`config.mk`:
```
export PLATFORM = sky130hd
export DESIGN_NAME = nmea_gga_zda_field_extractor
export DESIGN_NICKNAME = d
export VERILOG_FILES = /design/src/design/ngze_pkg.sv /design/src/design/ngze_parser.sv /design/src/design/nmea_gga_zda_field_extractor.sv
export SDC_FILE = /design/constraint.sdc
export NUM_CORES = 1
export LEC_CHECK = 0
export BUFFER_PORTS_ARGS = -buffer_cell sky130_fd_sc_hd__buf_2
export CORE_MARGIN = 2
export CORE_UTILIZATION = 55
export CTS_CLUSTER_DIAMETER = 50
export DETAILED_ROUTE_END_ITERATION = 10
export PLACE_DENSITY = 0.77
export REMOVE_ABC_BUFFERS = 1
export SLEW_MARGIN = 30
export SYNTH_ARGS = -nofsm -noshare
export SYNTH_HDL_FRONTEND = slang
export SYNTH_SLANG_ARGS = --single-unit
```
`constraint.sdc`:
```
create_clock -name aclk -period 3.2 [get_ports aclk]
set_input_delay 0.32 -clock aclk [delete_from_list [all_inputs] [get_ports aclk]]
set_output_delay 0.32 -clock aclk [all_outputs]
set_load 0.02 [all_outputs]
```
`src/design/ngze_pkg.sv`:
```
// Package for the NMEA GGA/ZDA field extractor.
// Holds character codes, field identifiers, hemisphere codes and the result struct.
// No dependencies.
`timescale 1ns / 1ps
`default_nettype none

package ngze_pkg;

    // Widths fixed by the result fields.
    localparam int unsigned BYTE_W         = 8;
    localparam int unsigned FIELD_ID_W     = 4;
    localparam int unsigned FIELD_VALUE_W  = 31;
    localparam int unsigned HEMI_W         = 3;
    localparam int unsigned PREFIX_POS_W   = 3;
    localparam int unsigned VALUE_BITS_DEF = 31;

    // Prefix length including the leading dollar and the trailing comma.
    localparam logic [PREFIX_POS_W-1:0] PREFIX_LEN = 3'd7;

    // Characters of interest.
    localparam logic [BYTE_W-1:0] CHAR_DOLLAR = 8'h24;
    localparam logic [BYTE_W-1:0] CHAR_COMMA  = 8'h2C;
    localparam logic [BYTE_W-1:0] CHAR_ZERO   = 8'h30;
    localparam logic [BYTE_W-1:0] CHAR_NINE   = 8'h39;
    localparam logic [BYTE_W-1:0] CHAR_A      = 8'h41;
    localparam logic [BYTE_W-1:0] CHAR_D      = 8'h44;
    localparam logic [BYTE_W-1:0] CHAR_E      = 8'h45;
    localparam logic [BYTE_W-1:0] CHAR_G      = 8'h47;
    localparam logic [BYTE_W-1:0] CHAR_N      = 8'h4E;
    localparam logic [BYTE_W-1:0] CHAR_S      = 8'h53;
    localparam logic [BYTE_W-1:0] CHAR_W      = 8'h57;
    localparam logic [BYTE_W-1:0] CHAR_Z      = 8'h5A;

    // Sentence kinds.
    localparam logic KIND_GGA = 1'b0;
    localparam logic KIND_ZDA = 1'b1;

    // Candidate mask bits.
    localparam logic [1:0] CAND_BOTH = 2'b11;
    localparam logic [1:0] CAND_GGA  = 2'b01;
    localparam logic [1:0] CAND_ZDA  = 2'b10;
    localparam logic [1:0] CAND_NONE = 2'b00;

    // Field counter values with special meaning.
    localparam logic [FIELD_ID_W-1:0] GGA_TIME_SLOT   = 4'd0;
    localparam logic [FIELD_ID_W-1:0] GGA_LAT_HEMI    = 4'd2;
    localparam logic [FIELD_ID_W-1:0] GGA_LON_HEMI    = 4'd4;
    localparam logic [FIELD_ID_W-1:0] GGA_LAST_SLOT   = 4'd8;
    localparam logic [FIELD_ID_W-1:0] ZDA_LAST_SLOT   = 4'd3;
    localparam logic [FIELD_ID_W-1:0] ZDA_ID_BASE     = 4'd8;

    // Hemisphere codes.
    localparam logic [HEMI_W-1:0] HEMI_UNKNOWN = 3'd0;
    localparam logic [HEMI_W-1:0] HEMI_NORTH   = 3'd1;
    localparam logic [HEMI_W-1:0] HEMI_SOUTH   = 3'd2;
    localparam logic [HEMI_W-1:0] HEMI_EAST    = 3'd3;
    localparam logic [HEMI_W-1:0] HEMI_WEST    = 3'd4;

    // One result beat.
    typedef struct packed {
        logic                     valid;
        logic                     kind;
        logic [FIELD_ID_W-1:0]    field_id;
        logic [FIELD_VALUE_W-1:0] value;
        logic                     last;
    } ngze_result_t;

    // Expected prefix character at a position for one sentence kind.
    function automatic logic [BYTE_W-1:0] prefix_char(input logic kind,
                                                      input logic [PREFIX_POS_W-1:0] pos);
        logic [BYTE_W-1:0] ch;
        case (pos)
            3'd0:    ch = CHAR_DOLLAR;
            3'd1:    ch = CHAR_G;
            3'd2:    ch = CHAR_N;
            3'd3:    ch = (kind == KIND_ZDA) ? CHAR_Z : CHAR_G;
            3'd4:    ch = (kind == KIND_ZDA) ? CHAR_D : CHAR_G;
            3'd5:    ch = CHAR_A;
            3'd6:    ch = CHAR_COMMA;
            default: ch = '0;
        endcase
        return ch;
    endfunction

    // Hemisphere code from a character.
    function automatic logic [HEMI_W-1:0] hemi_of(input logic [BYTE_W-1:0] ch);
        logic [HEMI_W-1:0] code;
        case (ch)
            CHAR_N:  code = HEMI_NORTH;
            CHAR_S:  code = HEMI_SOUTH;
            CHAR_E:  code = HEMI_EAST;
            CHAR_W:  code = HEMI_WEST;
            default: code = HEMI_UNKNOWN;
        endcase
        return code;
    endfunction

endpackage

`default_nettype wire

```
`src/design/ngze_parser.sv`:
```
// Per-byte sentence parser: prefix matching, field splitting and digit accumulation.
// Depends on ngze_pkg. Produces at most one result per processed byte.
`timescale 1ns / 1ps
`default_nettype none

module ngze_parser #(
    parameter int unsigned VALUE_BITS = ngze_pkg::VALUE_BITS_DEF
) (
    input  wire logic                           aclk,
    input  wire logic                           aresetn,
    input  wire logic                           step,
    input  wire logic [ngze_pkg::BYTE_W-1:0]    rx_byte,
    output ngze_pkg::ngze_result_t              result
);

    localparam int unsigned MUL_W = VALUE_BITS + 4;
    localparam logic [VALUE_BITS-1:0] VALUE_MAX = '1;

    logic [ngze_pkg::PREFIX_POS_W-1:0] prefix_pos_reg, prefix_pos_next;
    logic [1:0]                        cand_reg, cand_next;
    logic                              in_sentence_reg, in_sentence_next;
    logic                              kind_reg, kind_next;
    logic [ngze_pkg::FIELD_ID_W-1:0]   field_cnt_reg, field_cnt_next;
    logic [VALUE_BITS-1:0]             acc_reg, acc_next;
    logic [ngze_pkg::HEMI_W-1:0]       hemi_reg, hemi_next;
    logic                              first_char_reg, first_char_next;

    logic                              hemi_slot;
    logic                              is_digit;
    logic [1:0]                        cand_match;
    logic [ngze_pkg::PREFIX_POS_W-1:0] pos_inc;
    logic [MUL_W-1:0]                  acc_times_ten;
    logic [MUL_W-1:0]                  acc_sum;
    logic [3:0]                        digit_raw;
    logic [VALUE_BITS+ngze_pkg::FIELD_VALUE_W-1:0] acc_wide;
    logic                              last_slot;

    assign hemi_slot = (kind_reg == ngze_pkg::KIND_GGA)
                       && ((field_cnt_reg == ngze_pkg::GGA_LAT_HEMI)
                           || (field_cnt_reg == ngze_pkg::GGA_LON_HEMI));
    assign is_digit  = (rx_byte >= ngze_pkg::CHAR_ZERO) && (rx_byte <= ngze_pkg::CHAR_NINE);
    assign digit_raw = 4'(rx_byte - ngze_pkg::CHAR_ZERO);

    // Multiply by ten as two shifts, then add the digit; saturate on overflow.
    assign acc_times_ten = ({4'b0, acc_reg} << 3) + ({4'b0, acc_reg} << 1);
    assign acc_sum       = acc_times_ten + MUL_W'(digit_raw);

    // Candidate narrowing for the current prefix position.
    always_comb begin
        cand_match = cand_reg;
        if (ngze_pkg::prefix_char(ngze_pkg::KIND_GGA, prefix_pos_reg) != rx_byte) begin
            cand_match = cand_match & ngze_pkg::CAND_ZDA;
        end
        if (ngze_pkg::prefix_char(ngze_pkg::KIND_ZDA, prefix_pos_reg) != rx_byte) begin
            cand_match = cand_match & ngze_pkg::CAND_GGA;
        end
    end
    assign pos_inc = prefix_pos_reg + 3'd1;

    assign last_slot = (kind_reg == ngze_pkg::KIND_GGA)
                       ? (field_cnt_reg == ngze_pkg::GGA_LAST_SLOT)
                       : (field_cnt_reg == ngze_pkg::ZDA_LAST_SLOT);
    assign acc_wide  = {{ngze_pkg::FIELD_VALUE_W{1'b0}}, acc_reg};

    // Next-state and result for one byte.
    always_comb begin
        prefix_pos_next  = prefix_pos_reg;
        cand_next        = cand_reg;
        in_sentence_next = in_sentence_reg;
        kind_next        = kind_reg;
        field_cnt_next   = field_cnt_reg;
        acc_next         = acc_reg;
        hemi_next        = hemi_reg;
        first_char_next  = first_char_reg;
        result           = '0;

        if (rx_byte == ngze_pkg::CHAR_DOLLAR) begin
            in_sentence_next = 1'b0;
            prefix_pos_next  = 3'd1;
            cand_next        = ngze_pkg::CAND_BOTH;
        end else if (!in_sentence_reg) begin
            if ((prefix_pos_reg == 3'd0) || (prefix_pos_reg >= ngze_pkg::PREFIX_LEN)
                || (cand_match == ngze_pkg::CAND_NONE)) begin
                prefix_pos_next = 3'd0;
                cand_next       = ngze_pkg::CAND_BOTH;
            end else if (pos_inc == ngze_pkg::PREFIX_LEN) begin
                in_sentence_next = 1'b1;
                kind_next        = cand_match[1] ? ngze_pkg::KIND_ZDA : ngze_pkg::KIND_GGA;
                field_cnt_next   = '0;
                acc_next         = '0;
                hemi_next        = ngze_pkg::HEMI_UNKNOWN;
                first_char_next  = 1'b1;
                prefix_pos_next  = 3'd0;
                cand_next        = ngze_pkg::CAND_BOTH;
            end else begin
                prefix_pos_next = pos_inc;
                cand_next       = cand_match;
            end
        end else if (rx_byte != ngze_pkg::CHAR_COMMA) begin
            // Inside a field: hemisphere letter or decimal digit.
            if (hemi_slot) begin
                if (first_char_reg) begin
                    hemi_next = ngze_pkg::hemi_of(rx_byte);
                end
            end else if (is_digit) begin
                if (acc_sum > MUL_W'(VALUE_MAX)) begin
                    acc_next = VALUE_MAX;
                end else begin
                    acc_next = acc_sum[VALUE_BITS-1:0];
                end
            end
            first_char_next = 1'b0;
        end else begin
            // Comma closes the field; the GGA time field gives no result.
            result.kind  = kind_reg;
            result.last  = last_slot;
            result.value = hemi_slot ? ngze_pkg::FIELD_VALUE_W'(hemi_reg)
                                     : acc_wide[ngze_pkg::FIELD_VALUE_W-1:0];
            if (kind_reg == ngze_pkg::KIND_GGA) begin
                result.valid    = (field_cnt_reg != ngze_pkg::GGA_TIME_SLOT);
                result.field_id = field_cnt_reg - 4'd1;
            end else begin
                result.valid    = 1'b1;
                result.field_id = ngze_pkg::ZDA_ID_BASE + field_cnt_reg;
            end
            if (last_slot) begin
                in_sentence_next = 1'b0;
                field_cnt_next   = '0;
            end else begin
                field_cnt_next   = field_cnt_reg + 4'd1;
            end
            acc_next        = '0;
            hemi_next       = ngze_pkg::HEMI_UNKNOWN;
            first_char_next = 1'b1;
        end

        if (!step) begin
            result.valid = 1'b0;
        end
    end

    // State registers, updated once per processed byte.
    always_ff @(posedge aclk) begin
        if (!aresetn) begin
            prefix_pos_reg  <= '0;
            cand_reg        <= ngze_pkg::CAND_BOTH;
            in_sentence_reg <= 1'b0;
            kind_reg        <= ngze_pkg::KIND_GGA;
            field_cnt_reg   <= '0;
            acc_reg         <= '0;
            hemi_reg        <= ngze_pkg::HEMI_UNKNOWN;
            first_char_reg  <= 1'b1;
        end else if (step) begin
            prefix_pos_reg  <= prefix_pos_next;
            cand_reg        <= cand_next;
            in_sentence_reg <= in_sentence_next;
            kind_reg        <= kind_next;
            field_cnt_reg   <= field_cnt_next;
            acc_reg         <= acc_next;
            hemi_reg        <= hemi_next;
            first_char_reg  <= first_char_next;
        end
    end

endmodule

`default_nettype wire

```
`src/design/nmea_gga_zda_field_extractor.sv`:
```
// Flow: an accepted byte is registered in the input register; its field result, if
// any, enters the output register as the byte is processed and m_valid goes high.
// Throughput: one byte per cycle while the output register is free, which it is
// once m_ready takes the waiting beat; the parser steps once per processed byte.
// Reset: synchronous active-low aresetn clears the parser to idle and empties both
// the input and the output register.
`timescale 1ns / 1ps
`default_nettype none

module nmea_gga_zda_field_extractor #(
    parameter int unsigned VALUE_BITS = ngze_pkg::VALUE_BITS_DEF
) (
    input  wire logic                                  aclk,
    input  wire logic                                  aresetn,
    input  wire logic                                  s_valid,
    output logic                                       s_ready,
    input  wire logic [ngze_pkg::BYTE_W-1:0]           s_rx_byte,
    output logic                                       m_valid,
    input  wire logic                                  m_ready,
    output logic                                       m_sentence_kind,
    output logic [ngze_pkg::FIELD_ID_W-1:0]            m_field_id,
    output logic [ngze_pkg::FIELD_VALUE_W-1:0]         m_field_value,
    output logic                                       m_last_field
);

    logic                          in_valid_reg;
    logic [ngze_pkg::BYTE_W-1:0]   in_byte_reg;
    logic                          advance;
    logic                          out_free;
    ngze_pkg::ngze_result_t        result;
    ngze_pkg::ngze_result_t        out_reg;

    // The held byte is processed when the output register can take its beat.
    assign out_free = !out_reg.valid || m_ready;
    assign advance  = in_valid_reg && out_free;
    assign s_ready  = !in_valid_reg || advance;

    // Input register.
    always_ff @(posedge aclk) begin
        if (!aresetn) begin
            in_valid_reg <= 1'b0;
        end else if (s_ready) begin
            in_valid_reg <= s_valid;
        end
    end

    always_ff @(posedge aclk) begin
        if (s_ready && s_valid) begin
            in_byte_reg <= s_rx_byte;
        end
    end

    ngze_parser #(
        .VALUE_BITS (VALUE_BITS)
    ) u_parser (
        .aclk    (aclk),
        .aresetn (aresetn),
        .step    (advance),
        .rx_byte (in_byte_reg),
        .result  (result)
    );

    // Output register holding one result beat.
    always_ff @(posedge aclk) begin
        if (!aresetn) begin
            out_reg <= '0;
        end else if (out_free) begin
            out_reg <= result;
        end
    end

    assign m_valid         = out_reg.valid;
    assign m_sentence_kind = out_reg.kind;
    assign m_field_id      = out_reg.field_id;
    assign m_field_value   = out_reg.value;
    assign m_last_field    = out_reg.last;

endmodule

`default_nettype wire
```
[Word level (Yosys, flattened, before mapping)]
Index checks and enable logic that the tools add are counted.
Storage, ports and cells
  bits in registers: 93
  input bits: 12
  logic and storage cells: 128
Operators by class
  add/sub/neg operators: 7
  $lt $le $gt $ge: 4
  equal/unequal tests: 26
  multiplexer cells: 50
  bitwise logic cells: 4
  reduce and logical (&&, ||, !) cells: 22
Operator list (count)
  31-bit 2-to-1 mux: 8
  38-bit 2-to-1 mux: 3
  7-bit one-hot mux with 7 select lines: 1
  34-bit by 32-bit adder with 35-bit output: 1
  35-bit by 4-bit adder with 35-bit output: 1
  35-bit by 31-bit greater-than comparator with 1-bit output (second input constant): 1
  7-bit one-hot mux with 5 select lines: 1
  8-bit by 7-bit equality test with 1-bit output (second input constant): 4
  3-bit 2-to-1 mux: 10
  4-bit 2-to-1 mux: 6
  7-bit by 8-bit inequality test with 1-bit output: 2
  1-bit 2-to-1 mux: 15
  3-bit equality test (second input constant): 4
  3-bit inequality test (second input constant): 4
  3-bit one-hot mux with 4 select lines: 1
  6-bit AND reduction: 2
  2-bit 2-to-1 mux: 5
  5-bit AND reduction: 2
  4-bit by 2-bit equality test with 1-bit output (second input constant): 2
  8-bit by 6-bit equality test with 1-bit output (second input constant): 1
  8-bit by 6-bit greater-or-equal comparator with 1-bit output (second input constant): 1
  8-bit by 6-bit <= comparator with 1-bit output (second input constant): 1
  8-bit by 6-bit inequality test with 1-bit output (second input constant): 1
  4-bit by 1-bit subtractor with 4-bit output (second input constant): 2
  other kinds (21): 34

[Logic depth before layout (Yosys ltp)]
  depth in word-level cells: 11
  gate-level depth with buffers: 16
  depth with buffers taken out: 13

[Modules after synthesis]
Synthesis repeated with hierarchy kept, for this count alone.
Unflattened totals
  cell total of the unflattened synthesis: 807
  area total of the unflattened synthesis: 6805.3 um^2
By module, submodules not included
  ngze_parser: times used 1, cells each 629, area each 4954.8 um^2, sequential area each 920.9 um^2
  nmea_gga_zda_field_extractor: times used 1, cells each 178, area each 1850.5 um^2, sequential area each 1021.0 um^2

[Worst setup path before layout]
No wires, ideal clock.
  kind: register -> register
  start: register in_byte_reg[3] (netlist bit)
  end: register u_parser.acc_reg[25]
  setup time: 0.128 ns
  arrival time: 3.422 ns
  path slack: -0.350 ns
  stages on the path, launching flop included: 16
  path buffers: 3
  clock period less this slack: 3.550 ns
  path through: edfxtp_1 > clkbuf_1 > inv_1 > fa_1 > fa_1 > nor2b_1 > o21bai_1 > a211oi_2 > nor3_4 > o31ai_1 > mux2i_1 > a211o_1 > buf_6 > buf_8 > nor3_2 > o21ai_1
On the way
  word-level cells in the longest chain between the ends: 8
Ends and longest elaborated chain
  start: declaration: RTL line nmea_gga_zda_field_extractor.sv:27  | logic [ngze_pkg::BYTE_W-1:0] in_byte_reg;
  start signal: assignment: RTL line nmea_gga_zda_field_extractor.sv:49  | in_byte_reg <= s_rx_byte;
  4-bit by 1-bit subtractor with 4-bit output: RTL line ngze_parser.sv:42  | assign digit_raw = 4'(rx_byte - ngze_pkg::CHAR_ZERO);
  35-bit by 4-bit adder with 35-bit output: RTL line ngze_parser.sv:46  | assign acc_sum = acc_times_ten + MUL_W'(digit_raw);
  35-bit by 31-bit greater-than comparator with 1-bit output: RTL line ngze_parser.sv:106  | if (acc_sum > MUL_W'(VALUE_MAX)) begin
  31-bit 2-to-1 mux: RTL line ngze_parser.sv:106
  31-bit 2-to-1 mux: RTL line ngze_parser.sv:105  | end else if (is_digit) begin
  31-bit 2-to-1 mux: RTL line ngze_parser.sv:101  | if (hemi_slot) begin
  31-bit 2-to-1 mux: RTL line ngze_parser.sv:99  | end else if (rx_byte != ngze_pkg::CHAR_COMMA) begin
  31-bit 2-to-1 mux: RTL line ngze_parser.sv:81  | end else if (!in_sentence_reg) begin
  end signal: assignment: RTL line ngze_parser.sv:159  | acc_reg <= acc_next;
  end: declaration: RTL line ngze_parser.sv:24  | logic [VALUE_BITS-1:0] acc_reg, acc_next;
Several ways; a longest one is shown, not always the timed one. The select of a mux whose other input is x is not followed.
A chain may end at the register's enable or synchronous reset.

[Worst setup path after layout]
  start: register in_byte_reg[3] (netlist bit)
  end: register u_parser.acc_reg[27]
Same word-level chain as after synthesis.

==> impl_results.rst <==
.. list-table::
   :header-rows: 1

   * - Metric
     - Value
   * - Most frequent cells in the layout
     - buf_4 (120), dfxtp_1 (83), nor2_1 (72)
   * - Net count, final
     - 1,014
   * - Total Neg Setup Slack
     - -8.192 ns
   * - Achievable clock frequency
     - 285.6 MHz
   * - Fin. max-slew vios
     - 0
   * - Post-synth top flop
     - dfxtp_1
   * - Minimum setup slack after placement
     - -0.2911 ns
   * - Clock buffers created by TritonCTS
     - 9
   * - EDFF count, synth
     - 8
   * - Max Buffers Root-to-Sink
     - 2
   * - Cell count after synthesis
     - 789
   * - Final worst-path cycle share
     - 109.4%
   * - Clock-pin slew of the registers on the worst-case setup and hold paths
     - ~0.070 ns
   * - Peak supply drop
     - 0.0002566 V
   * - Initial Utilization
     - 56.99%
   * - DIE HEIGHT
     - 113.5 um
   * - TritonRoute pass-1 iters
     - 5
   * - Count of nets left with antenna violations after detail routing
     - 0
   * - Reg2Reg Setup Slack
     - -0.30 ns
   * - Crit path capture type
     - flip-flop
   * - Post-DR vias/cell
     - 6.038
   * - Class of the tightest hold or removal check
     - primary input to flip-flop
   * - Library cells used by synthesis
     - 80
   * - DP Wirelength
     - between 10,000 and 15,000 um
   * - Grt total ovfl
     - 0
   * - TritonCTS clock tree
     - done
   * - Combinational fraction of design power
     - between 4 and 5%
   * - Netlist area before placement
     - 0.006591 mm^2
   * - Total wire length
     - approximately 19,000 um
   * - Number of global-route vias before repair
     - 6,319
   * - Critical path launch point type
     - flip-flop
   * - Initial drt markers
     - 461
   * - DIE AREA
     - 0.01288 mm^2
   * - RD Place Congestion
     - 0.9421
   * - Top cell type's share of synthesized area
     - about a quarter
   * - Cell-internal power
     - 0.001770 W
   * - Fraction of layout cells with a size suffix above 1
     - 29.23%
   * - Yosys warns
     - 0
   * - Mapped Avg Cell Area
     - 8.354 um^2
   * - Setup clock skew after layout
     - 0.008173 ns
   * - Register share of total power
     - roughly 50%
   * - Number of register bits inferred by synthesis
     - 93
   * - Clock insertion delay at the later pin of the skew report
     - 0.37 ns
   * - Synthesis-to-finish area growth
     - 26.10%
   * - Total DRC errors in the routed layout
     - 0
   * - H-Tree Level Count
     - 3
   * - Number of endpoints failing setup at the final stage
     - 31
   * - Setup Crit Path Kind
     - flip-flop to flip-flop
   * - Clk sink count
     - 93
   * - Transition time at the pin with the least slew margin
     - about 0.57 ns
   * - Maximum net fanout on the critical path
     - 6
   * - Library cell used as clock root buffer
     - clkbuf_16
   * - R2r endpoint
     - u_parser.acc_reg[27]
   * - Cell type with the largest total area after synthesis
     - dfxtp_1
   * - Row Count
     - 39
   * - Relative contribution of the clock network to total power
     - 45.4%
   * - Post-layout minimum cycle time
     - 3.502 ns
   * - Post-route core utilization
     - between 70 and 80%
   * - Final worst setup slack
     - -0.3015 ns
   * - Number of antenna violations at the first check in global routing
     - 0
   * - Data arrival time of the worst path
     - 3.72 ns
   * - Min-Delay Startpoint
     - s_rx_byte[5]
   * - Endpoints failing hold
     - 0
   * - Max-slew headroom
     - 62.16%
   * - Area of the placeable core
     - roughly 0.012 mm^2
   * - Start of the worst register-to-register path
     - in_byte_reg[3]
   * - Number of inserted filler cells in the final layout
     - slightly below 900
   * - Net switching share of the total power
     - 25.46%
   * - Leading cell type in the layout, fill and taps excluded
     - buf_4
   * - Status
     - finished with violations
   * - Io pins
     - 51
   * - Data required time of the critical path
     - 3.42 ns
   * - Detail-routed net length per standard cell
     - 17.26 um
   * - Via count
     - 6,503
   * - Total inserted antenna cells
     - 0
   * - PortBufs
     - 50
   * - Net Sw Power
     - 0.0006046 W
   * - Failing checks
     - setup timing
   * - Top cells by area in the synthesized netlist
     - dfxtp_1 (26%), ha_1 (13%), nor2_1 (4.1%)
   * - Leakage power total
     - 3.848 nW
   * - Capture endpoint of the worst hold path
     - in_byte_reg[5]
   * - Fraction of registers with async set/reset
     - 0%
   * - PwrDens
     - 285.7 mW/mm^2
   * - Unrepaired setup endpoints after global routing
     - yes
   * - Pin count of the biggest net entering global routing
     - between 50 and 60
   * - Sequential share of the synthesized area
     - between 20% and 30%
   * - Cell depth of the worst min-delay path
     - 1
   * - First-pass GRT wire length
     - 30,080 um
   * - Die X
     - 113.5 um
   * - Overall fraction of global-route tracks in use
     - 28.99%
   * - Number of max-cap violations
     - 0
   * - Number of cells on the worst reg-to-reg path
     - 14
==> metal layers <==
layer  track usage (%)  wire (um)  vias up  share of wire (%)
met1             38.60       8416     3123                 45
met3             3.826        937       34                5.0
li1                  -          -     3165                  -
met5                 0          0        -                  0
met4             13.17        480        0                2.6
met2             47.07       8756      181                 47
==> logic make-up after synthesis <==
logic type | Yosys count | share of synthesized area, %
AO/OA/AOI/OAI | 225 | 22.78
XOR/XNOR | 30 | 3.986
adder cells (fa/ha/maj) | 73 | 14.09
buffers and inverters | 79 | 5.467
flip-flops | 93 | 29.46
multiplexers | 12 | 1.860
AND/OR/NAND/NOR | 277 | 22.36
==> worst max-delay path by stage <==
stage	start	cells past startpoint	slack (ns)	endpoint
finish	in_byte_reg[3]	14	-0.30	u_parser.acc_reg[27]
global route	in_byte_reg[3]	14	-0.40	u_parser.acc_reg[29]
CTS	u_parser.acc_reg[2]	14	-0.18	u_parser.acc_reg[11]
detailed placement	in_byte_reg[3]	13	-0.29	u_parser.acc_reg[22]
global placement	in_byte_reg[3]	13	-0.21	u_parser.acc_reg[22]
floorplan	in_byte_reg[3]	12	-0.72	u_parser.acc_reg[27]
==> power by group through the flow <==
stage                     clock [W]  sequential, W  combinational, W
after detailed placement          0        0.00122         0.0000962
after global routing        0.00114        0.00119          0.000116
after CTS                   0.00109        0.00119         0.0000970
final                       0.00108        0.00119          0.000107
after global placement            0        0.00122         0.0000946
after floorplan                   0        0.00122         0.0000543
==> critical path: stages (launching register included) <==
cell and delay (ns):
edfxtp_1 0.39, inv_2 0.06, fa_1 0.50, buf_4 0.16, fa_2 0.41, nor2b_2 0.16
o21bai_1 0.11, a211oi_2 0.31, nor3_4 0.09, o31ai_4 0.27, mux2i_2 0.13, a211o_4 0.34
buf_4 0.16, nor3_2 0.19, a221oi_2 0.08
==> final cells by class <==
class / instances / area, um^2 / share of cell area, %
multi-input cells: 618 / 4526 / 54.45
flip-flops and latches: 93 / 1944 / 23.39
repair buffers: 179 / 1270 / 15.28
clock buffers: 9 / 225.2 / 2.710
well taps: 143 / 178.9 / 2.153
inverters: 28 / 105.1 / 1.264
clock inverters: 7 / 62.56 / 0.7527
==> Yosys cell counts, drive strengths merged, types with 6 or more instances <==
| master | instances |
|---|---|
| a21oi | 52 |
| nand4 | 12 |
| nor2b | 8 |
| mux2i | 10 |
| a31o | 6 |
| inv | 27 |
| a22oi | 28 |
| a31oi | 10 |
| ha | 71 |
| or3 | 6 |
| dfxtp | 85 |
| edfxtp | 8 |
| nor2 | 72 |
| buf | 20 |
| o21ai | 51 |
| a21o | 26 |
| clkbuf | 31 |
| nand2 | 71 |
| xnor2 | 21 |
| xor2 | 9 |
| nand3 | 17 |
| nor3 | 47 |
==> stage by stage <==
step / area, um^2 / hold WS (ns) / std cells / power (W)
global route: 8312 / 0.1281 / 1077 / 0.002443
detailed placement: 7672 / 0.4425 / 1046 / 0.001312
CTS: 8184 / 0.1190 / 1074 / 0.002379
finish: 8312 / 0.1262 / 1077 / 0.002375
global placement: 7672 / 0.4370 / 1046 / 0.001311
floorplan: 6336 / 0.3819 / 738 / 0.001271
==> repair_timing <==
item | 4_1_cts | 5_1_grt
gates cloned | 2 | 0
gates resized for setup | 29 | 25
hold buffers | 0 | 0
endpoints found under the setup margin | 31 | 36
pin swaps | 16 | 11
setup buffers | 10 | 3
Note: power is estimated with default switching activity, not from simulation.
